<file path="src/hw/rtl/rmp_pkg.sv">
// Package for the running median block: field widths, default sizes,
// operation and status codes, and the command struct sent to the cell row.
// Depends on nothing.
`default_nettype none

package rmp_pkg;

  localparam int CAPACITY_DEF    = 64;
  localparam int VALUE_WIDTH_DEF = 32;

  localparam int OP_W     = 2;
  localparam int DATA_W   = 32;
  localparam int STATUS_W = 3;
  localparam int COUNT_W  = 7;

  localparam logic [OP_W-1:0] OP_INSERT = 2'd0;
  localparam logic [OP_W-1:0] OP_POP    = 2'd1;
  localparam logic [OP_W-1:0] OP_CLEAR  = 2'd2;

  typedef enum logic [STATUS_W-1:0] {
    ST_INSERTED = 3'd0,
    ST_POPPED   = 3'd1,
    ST_FULL     = 3'd2,
    ST_EMPTY    = 3'd3,
    ST_CLEARED  = 3'd4
  } status_t;

  typedef struct packed {
    logic do_insert;
    logic do_pop;
  } cell_cmd_t;

endpackage

`default_nettype wire

</file>
<file path="src/hw/rtl/rmp_ctrl.sv">
// Operation decode and stored count: chooses the cell command, the median
// index and the result status for the item in the input register. Depends on rmp_pkg.
`default_nettype none

module rmp_ctrl #(
  parameter int CAPACITY = 64,
  parameter int CNT_W    = $clog2(CAPACITY + 1),
  parameter int IDX_W    = $clog2(CAPACITY)
) (
  input  wire                         clk,
  input  wire                         rst,
  input  wire logic                   advance,
  input  wire logic [rmp_pkg::OP_W-1:0] operation,
  output rmp_pkg::cell_cmd_t          cmd,
  output rmp_pkg::status_t            status,
  output logic [CNT_W-1:0]            count,
  output logic [CNT_W-1:0]            count_next,
  output logic [IDX_W-1:0]            mid
);
  import rmp_pkg::*;

  logic [CNT_W-1:0] cnt_m1;
  logic [CNT_W-1:0] cnt_new;

  assign cnt_m1 = count - CNT_W'(1);
  assign mid    = IDX_W'(cnt_m1 >> 1);

  always_comb begin
    cmd     = '0;
    status  = ST_CLEARED;
    cnt_new = '0;
    case (operation)
      OP_INSERT: begin
        if (count == CNT_W'(CAPACITY)) begin
          status  = ST_FULL;
          cnt_new = count;
        end else begin
          status        = ST_INSERTED;
          cmd.do_insert = advance;
          cnt_new       = count + CNT_W'(1);
        end
      end
      OP_POP: begin
        if (count == '0) begin
          status  = ST_EMPTY;
          cnt_new = count;
        end else begin
          status     = ST_POPPED;
          cmd.do_pop = advance;
          cnt_new    = cnt_m1;
        end
      end
      OP_CLEAR: begin
        status  = ST_CLEARED;
        cnt_new = '0;
      end
      default: begin
        status  = ST_CLEARED;
        cnt_new = '0;
      end
    endcase
  end

  assign count_next = advance ? cnt_new : count;

  always_ff @(posedge clk) begin
    if (rst) begin
      count <= '0;
    end else begin
      count <= count_next;
    end
  end

endmodule

`default_nettype wire

</file>
<file path="config.mk">
export PLATFORM = sky130hd
export DESIGN_NAME = rmp_ctrl
export DESIGN_NICKNAME = d
export VERILOG_FILES = /design/src/hw/rtl/rmp_pkg.sv /design/src/hw/rtl/rmp_ctrl.sv
export SDC_FILE = /design/constraint.sdc
export NUM_CORES = 1
export LEC_CHECK = 0
export ABC_AREA = 1
export BUFFER_PORTS_ARGS = -buffer_cell sky130_fd_sc_hd__buf_2
export CORE_UTILIZATION = 48
export DETAILED_ROUTE_END_ITERATION = 10
export PLACE_DENSITY = 0.78
export SLEW_MARGIN = 0
export SYNTH_ARGS = -nofsm -noshare
export SYNTH_HDL_FRONTEND = slang
export SYNTH_SLANG_ARGS = --single-unit
</file>
<file path="constraint.sdc">
create_clock -name clk -period 1.7 [get_ports clk]
set_input_delay 0.085 -clock clk [delete_from_list [all_inputs] [get_ports clk]]
set_output_delay 0.085 -clock clk [all_outputs]
set_load 0.005 [all_outputs]
</file>
==> results of run 1 <==
==> power by group through the flow <==
stage | Sequential [W] | Clock [W] | Combinational, W
after global placement | 0.000210 | 0 | 0.000303
after floorplan | 0.000198 | 0 | 0.000215
final | 0.000211 | 0.000149 | 0.000335
after detailed placement | 0.000210 | 0 | 0.000310
after CTS | 0.000208 | 0.000152 | 0.000311
after global routing | 0.000212 | 0.000163 | 0.000372
==> cell type report <==
class | count | area (sq um)
repair buffers | 31 | 160
multi-input cells | 102 | 599
flip-flops and latches | 7 | 154
well taps | 16 | 20.0
fillers | 142 | 507
inverters | 24 | 92.6
clock buffers | 4 | 26.3
==> path summary, 6_finish.rpt <==
check	endpoint	slack [ns]	startpoint
setup / recovery	count_next[5]	0.06	count[3]
hold / removal	count[5]	0.09	rst
setup reg to reg	count[0]	0.38	count[5]
hold reg to reg	count[1]	0.59	count[1]
==> worst reg2reg max path: cells and delay by family, from the launching register on <==
| family | cells | cell delay [ns] |
|---|---|---|
| buffers and inverters | 2 | 0.18 |
| and+or+nand+nor | 8 | 0.68 |
| DFF | 1 | 0.38 |
==> logic make-up after synthesis <==
group,Yosys count,share of synthesized area [%]
flip-flops,7,17.1
AO/OA/AOI/OAI,4,2.44
AND/OR/NAND/NOR,92,57.0
XOR/XNOR,3,4.12
adder cells (fa/ha/maj),3,4.57
buffers and inverters,28,14.8
==> routing by layer <==
metal | GRT usage (%) | wire length, um | vias to the layer above
met5 | 0 | 0 | -
met4 | 10.6 | 8 | 0
met3 | 2.92 | 153 | 2
met2 | 37.3 | 1190 | 41
met1 | 31.9 | 947 | 430
li1 | - | - | 472
==> synthesized netlist by cell type, drive strengths merged <==
master,count
buf,3
nand4,3
a21oi,1
nand3,17
nor2,27
clkbuf,1
ha,3
xor2,3
o21ai,3
inv,24
nand2,45
dfxtp,7
==> per-stage QoR <==
stage | cells | hold WS [ns] | TNS [ns]
after global placement | 180 | 0.349 | 0
after global routing | 184 | 0.0928 | -0.0675
after detailed placement | 180 | 0.354 | 0
after CTS | 184 | 0.0896 | 0
after floorplan | 137 | 0.152 | 0
final | 184 | 0.0889 | 0
==> what timing repair did <==
| item | 4_1_cts | 5_1_grt |
|---|---|---|
| setup endpoints to repair | 7 | 7 |
| gates resized for setup | 5 | 14 |
| hold endpoints to repair | 0 | 0 |
| pin swaps | 0 | 2 |
| buffers inserted | 0 | 0 |
| gates cloned | 0 | 0 |
==> results.cfg, run 1 <==
[timing]
fin_skew_ns = 0.00726
setup_ws_ns = 0.0568
relSlewSlack_pct = 83.0
period_needed_ns = 1.64
finalCritPeriodShare_pct = 96.7
fmax_ghz = 0.609
hold_viol = 0
finalSetupViolCount = 0
worst_slew_pin_slew_ns = 0.255
final_max_slew_viol_count = 0
rsz0062_at_grt = yes

[clock_tree]
tritoncts = done
clk_pin_slew_ns = 0.06
cts.sinks = 7
cts_buffers = 3
cts_root_buf = clkbuf_4
htreeDepth = 1
cts_buffer_depth = 2
cts_hold_buf = 0
insertion_delay_ns = 0.25

[floorplan]
coreArea_sq_um = 1560
num_rows = 14
start_util_pct = 52.6
dieArea_sq_um = 1880
ioPinCount = 30
die_x_um = 43.4
die_y_um = 43.4

[finish]
layout_common_cells = 36 x nand2_1, 29 x buf_2, 18 x inv_1, 18 x nor2_1, 15 x nand3_1
final_util_pct = 67.5
syn_to_final_growth_pct = 28.2
antennaDiodeCount = 0
largestRegisters = count (7)
design_area_sq_um = 1050
largest_reg_flops = 7
top_register = count
nets = 177
drive_gt1_share_pct = 41.7
layout_commonest_cell = nand2_1

[worst_hold_path]
hold_depth = 2
hp-class = in2reg

[pwr]
power_switching_w = 0.000286
internal_power_w = 0.000408
p_total_w = 0.000694
irDropWorstVdd_uv = 514
swShare_pct = 41.2
p_leak_nw = 0.593
p_clk_share_pct = 21.5
power_frac_seq_pct = 30.3
power_density_nw_per_um2 = 660
combPwrFrac_pct = 48.2

[worst_setup_path]
criticalPathCategory = reg2out
slowest_delay_ns = 0.47
cp-end-kind = output port
arrival_ns = 1.56
crit_family = simple AND/OR/NAND/NOR gates
crit_path_frequent_cell = nand3_1
critical_path_buf_inv_count = 2
cp_slowest_cell = dfxtp_2
cp.depth = 8
critPathMaxFanout = 9
path_cells = nand2_1 -> nor2_1 -> nand3_1 -> nand3_1 -> nand3_1 -> nand2_1 -> inv_1 -> buf_2
start_kind = register
rr_worst_depth = 10
required_ns = 1.62

[synth]
ys_types = 20
syn_area_per_cell_sq_um = 5.99
ys_top_cells_by_area = nand2_1 17%, dfxtp_1 17%, nand3_1 9.1%, inv_1 8.7%, nor2_1 8.2%
synth.largest_area_cell = nand2_1
synth_nets = 145
ys_ff_latch = 7
syn_area_sq_um = 821
yosys.area.top_type_share_pct = 17.4
syn_inst = 137
seq_area_frac_synth_pct = 17.1
ys_warn_count = 0

[placed_design]
hpwl_mm = 1.67
io_buffers = 29
routabilityCongestion = 0.993
place_area_sq_um = 970
post-place-ws_ns = 0.147

[global_route]
antenna_found_initial = 0
grt_max_degree = 11
globalRouteOverflowTotal = 0
grt_pass1_wl_mm = 3.35
grt_pass1_vias = 765
track_usage_pct = 23.5

[routing]
wl_mm = 2.30
vias = 945
first_pass_iters = 4
route.detailed.drc = 0
detail_route.wl_per_cell_um = 12.5
via_per_inst = 5.14
postRouteAntennaNets = 0
drt_iter0_markers = 40

[status]
status = completed

[job]
maxCapViolations = 0
Power figures use the tool's default switching activity.
==> run 2, diff against run 1 <==
--- a/config.mk
+++ b/config.mk
@@ -6,7 +6,7 @@
 export NUM_CORES = 1
 export LEC_CHECK = 0
 export ABC_AREA = 1
-export BUFFER_PORTS_ARGS = -buffer_cell sky130_fd_sc_hd__buf_2
+export BUFFER_PORTS_ARGS = -buffer_cell sky130_fd_sc_hd__buf_4
 export CORE_UTILIZATION = 48
 export DETAILED_ROUTE_END_ITERATION = 10
 export PLACE_DENSITY = 0.78
==> constraint.sdc (replaced) <==
create_clock -name clk -period 1.7 [get_ports clk]
set_input_delay 0.17 -clock clk [delete_from_list [all_inputs] [get_ports clk]]
set_output_delay 0.17 -clock clk [all_outputs]
set_load 0.005 [all_outputs]
==> run 2 against run 1 <==
  * The flow now finishes with violations (setup timing)
  * Sequential power shrank 3%
  * Final area increased by 17%
  * Sequential cell count did not move
  * Die area unchanged
  * First-iteration DRC count decreased by 38%
  * Critical endpoint is now count_next[4]
  * Largest power group unchanged
  * Highest routed layer is now met3
==> results.cfg, run 2 (synthesized netlist as in run 1, its figures left out) <==
[status]
status = finished with violations
violations = setup timing

[clock_tree]
htreeDepth = 1
tritoncts = done
cts.sinks = 7
cts_root_buf = clkbuf_4
cts_buffers = 3
insertion_delay_ns = 0.24
clk_pin_slew_ns = 0.05
cts_buffer_depth = 2

[timing]
finalCritPeriodShare_pct = 101
hold_ws_ns = 0.129
hold_viol = 0
rsz0062_at_grt = yes
finalSetupViolCount = 3
relSlewSlack_pct = 83.1
final.setup.tns_ns = -0.0283
final_max_slew_viol_count = 0
fin_skew_ns = 0.00318
setup_ws_ns = -0.0159
worst_slew_pin_slew_ns = 0.253
fmax_ghz = 0.583
period_needed_ns = 1.72

[floorplan]
num_rows = 14
ioPinCount = 30
die_x_um = 43.4
dieArea_sq_um = 1880
start_util_pct = 52.6
coreArea_sq_um = 1560
die_y_um = 43.4

[worst_hold_path]
hp-class = in2reg

[routing]
wl_mm = 2.13
route.detailed.drc = 0
via_per_inst = 4.89
detail_route.wl_per_cell_um = 11.2
vias = 930
postRouteAntennaNets = 0
drt_iter0_markers = 25
first_pass_iters = 4

[worst_setup_path]
required_ns = 1.53
cp-end-kind = output port
criticalPathCategory = reg2out
path_cells = inv_4 -> ha_4 -> nand2_4 -> nor2_4 -> nor2_4 -> nand2_1 -> nand3_1 -> nand2_1 -> inv_1 -> buf_4
cp_slowest_cell = dfxtp_2
critPathMaxFanout = 6
slowest_delay_ns = 0.39
critical_path_buf_inv_count = 3
start_kind = register
arrival_ns = 1.55
crit_family = simple AND/OR/NAND/NOR gates

[finish]
regArea_sq_um = 151
fillers = 113
instances_no_fill = 190
design_area_sq_um = 1230
nets = 183
drive_gt1_share_pct = 51.7
layout_commonest_cell = buf_4
layout_common_cells = 33 x buf_4, 30 x nand2_1, 18 x nor2_1
largestRegisters = count (7)
syn_to_final_growth_pct = 49.4
top_register = count
largest_reg_flops = 7
final_util_pct = 78.7
multi_input_area_sq_um = 629
antennaDiodeCount = 0

[global_route]
grt_pass1_vias = 789
grt_max_degree = 11
track_usage_pct = 22.1
globalRouteOverflowTotal = 0
grt_pass1_wl_mm = 3.23
antenna_found_initial = 0

[pwr]
irDropWorstVdd_uv = 560
power_density_nw_per_um2 = 637
p_leak_nw = 0.649

[placed_design]
place_area_sq_um = 1070
placed_cells = 182
hpwl_mm = 1.61
routabilityCongestion = 0.822
io_buffers = 29

[job]
maxCapViolations = 0
[run 2: cell types whose count changed in the layout (fill, tap and decap cells not counted), sizes merged]
cell	delta
buf	+6
[run 2: final timing paths]
| kind | start | end | slack, ns | cells past startpoint |
|---|---|---|---|---|
| max | count[1] | count_next[4] | -0.02 | 10 |
| max reg2reg | count[0] | count[0] | 0.36 | 11 |
| min | rst | count[5] | 0.13 | 2 |
| min reg2reg | count[1] | count[1] | 0.54 | 2 |
[run 2: metal layers]
layer	vias to the layer above	GRT usage [%]	share of wire, %
li1	489	-	-
met2	32	37.0	51
met4	0	8.75	0
met5	-	0	0
met1	409	30.0	45
met3	0	1.25	4.4
[run 2: area by class of cell]
cell class                      instances  area share (%)
Sequential cell                         7            12.3
Clock buffer                            4            2.14
Inverter                               24            7.96
Multi-Input combinational cell        102            51.3
Timing Repair Buffer                   37            24.6
Tap cell                               16            1.63
[run 2: stage by stage]
stage / power [W] / setup WS, ns
floorplan: 0.000413 / 0.181
global placement: 0.000564 / 0.134
detailed placement: 0.000568 / 0.120
CTS: 0.000736 / -0.0244
global route: 0.000835 / -0.119
finish: 0.000781 / -0.0159
[run 2: repair_timing]
item | in CTS | in global routing
hold endpoints to repair | 0 | 0
hold buffers | 0 | 0
pin swaps | 3 | 14
gates resized for setup | 10 | 27
setup endpoints to repair | 7 | 7
setup buffers | 1 | 3
[run 2: power by group]
part / switching [W] / leakage [nW] / internal, W
combinational: 0.000215 / 0.573 / 0.000217
sequential: 0.0000263 / 0.0605 / 0.000179
clock: 0.0000539 / 0.0150 / 0.0000891
total: 0.000296 / 0.649 / 0.000485
==> run 3, diff against run 2 <==
--- a/config.mk
+++ b/config.mk
@@ -10,6 +10,7 @@
 export CORE_UTILIZATION = 48
 export DETAILED_ROUTE_END_ITERATION = 10
 export PLACE_DENSITY = 0.78
+export SKIP_CTS_REPAIR_TIMING = 1
 export SLEW_MARGIN = 0
 export SYNTH_ARGS = -nofsm -noshare
 export SYNTH_HDL_FRONTEND = slang
==> run 3 against run 2 <==
  * The flow still finishes with violations (setup timing)
  * Largest cell class unchanged
  * Total power fell by 2.4%
  * Final area is 2.1% lower
  * Final cell count down 1.1%
  * Largest power group unchanged
  * Via count is 0.22% higher
  * Worst setup slack gained 0.012 ns
  * Hold slack improved by 0.0075 ns
  * Wire length rose by 3.4%
  * Sequential cell count stayed put
  * Combinational power fell by 4%
  * Register-to-register slack about the same
==> results.cfg, run 3 (synthesized netlist as in run 1, its figures left out) <==
[worst_hold_path]
hp-class = in2reg
hold_start = rst

[timing]
hold_viol = 0
final_max_slew_viol_count = 0
period_needed_ns = 1.70
worst_slew_pin_slew_ns = 0.278
setup_ws_ns = -0.00418
fmax_ghz = 0.587
finalCritPeriodShare_pct = 100
fin_skew_ns = 0.000861
rsz0062_at_grt = yes
relSlewSlack_pct = 81.4
finalSetupViolCount = 1

[clock_tree]
cts.sinks = 7
htreeDepth = 1
tritoncts = done
cts_buffer_depth = 2
insertion_delay_ns = 0.24
cts_buffers = 3
cts_root_buf = clkbuf_4
clk_pin_slew_ns = 0.05

[finish]
final_util_pct = 77.0
antennaDiodeCount = 0
largest_reg_flops = 7
largestRegisters = count (7)
nets = 181
drive_gt1_share_pct = 49.4
top_register = count
syn_to_final_growth_pct = 46.2
layout_common_cells = 32 x nand2_1, 32 x buf_4, 18 x nor2_1
design_area_sq_um = 1200

[worst_setup_path]
startpoint = count[1]
path_cells = inv_2 -> ha_4 -> nand2_4 -> nor2_4 -> nor2_4 -> nand2_1 -> nand3_1 -> nand2_1 -> inv_1 -> buf_4
start_kind = register
criticalPathCategory = reg2out
critical_path_buf_inv_count = 3
slowest_delay_ns = 0.37
reg2reg_from = count[4]
critPathMaxFanout = 6
crit_family = simple AND/OR/NAND/NOR gates
cp-end-kind = output port
r2r_slack_ns = 0.36
required_ns = 1.53
arrival_ns = 1.53
cp_slowest_cell = dfxtp_2

[routing]
wl_mm = 2.20
detail_route.wl_per_cell_um = 11.7
drt_iter0_markers = 30
postRouteAntennaNets = 0
vias = 932
via_per_inst = 4.96
first_pass_iters = 5
route.detailed.drc = 0

[placed_design]
hpwl_mm = 1.61
io_buffers = 29
routabilityCongestion = 0.822
place_area_sq_um = 1070

[status]
status = finished with violations
violations = setup timing

[global_route]
grt_pass1_wl_mm = 3.17
globalRouteOverflowTotal = 0
grt_pass1_vias = 761
antenna_found_initial = 0
track_usage_pct = 21.7
grt_max_degree = 11

[pwr]
power_density_nw_per_um2 = 635
p_leak_nw = 0.639
irDropWorstVdd_uv = 543

[floorplan]
dieArea_sq_um = 1880
ioPinCount = 30
num_rows = 14
coreArea_sq_um = 1560
start_util_pct = 52.6
die_y_um = 43.4
die_x_um = 43.4

[job]
maxCapViolations = 0
-- run 3: routing by layer --
layer / global-route usage [%] / part of all wire [%] / up-vias
li1: - / - / 482
met4: 7.50 / 0.96 / 0
met2: 35.8 / 52 / 35
met3: 0.417 / 4.5 / 4
met5: 0 / 0 / -
met1: 30.7 / 42 / 411
-- run 3: final cells by class --
| type | instances | area (sq um) |
|---|---|---|
| sequential | 7 | 151 |
| tap | 16 | 20.0 |
| inverter | 24 | 95.1 |
| timing repair buffer | 35 | 283 |
| multi-input combinational | 102 | 624 |
| fill | 116 | 359 |
| clock buffer | 4 | 26.3 |
-- run 3: final timing paths --
| kind | endpoint | cells after the start |
|---|---|---|
| min | count[5] | 2 |
| min reg2reg | count[1] | 2 |
| max | count_next[4] | 10 |
| max reg2reg | count[0] | 10 |
-- run 3: metrics by stage --
step / setup WS (ns) / hold WS, ns / instances / setup TNS (ns) / power (W)
after detailed placement: 0.120 / 0.395 / 182 / 0 / 0.000568
after global routing: -0.106 / 0.132 / 188 / -0.583 / 0.000819
after global placement: 0.134 / 0.389 / 182 / 0 / 0.000564
final: -0.00418 / 0.137 / 188 / -0.00418 / 0.000762
after CTS: -0.170 / 0.131 / 186 / -0.919 / 0.000717
after floorplan: 0.181 / 0.237 / 137 / 0 / 0.000413
-- run 3: worst register-to-register path, stage by stage, from the launching register on --
cell and delay (ns):
dfxtp_2 0.37, inv_2 0.10, nand2_1 0.07, nor2_1 0.22
nand2_2 0.11, nand2_1 0.09, nand2_1 0.05, nand2_1 0.06
nand3_2 0.07, nand2_1 0.06, inv_1 0.04
-- run 3: report_power, final --
part           leakage, nW  switching (W)  internal, W
Clock               0.0150      0.0000523    0.0000890
Combinational        0.564       0.000214     0.000202
Sequential          0.0605      0.0000258     0.000179
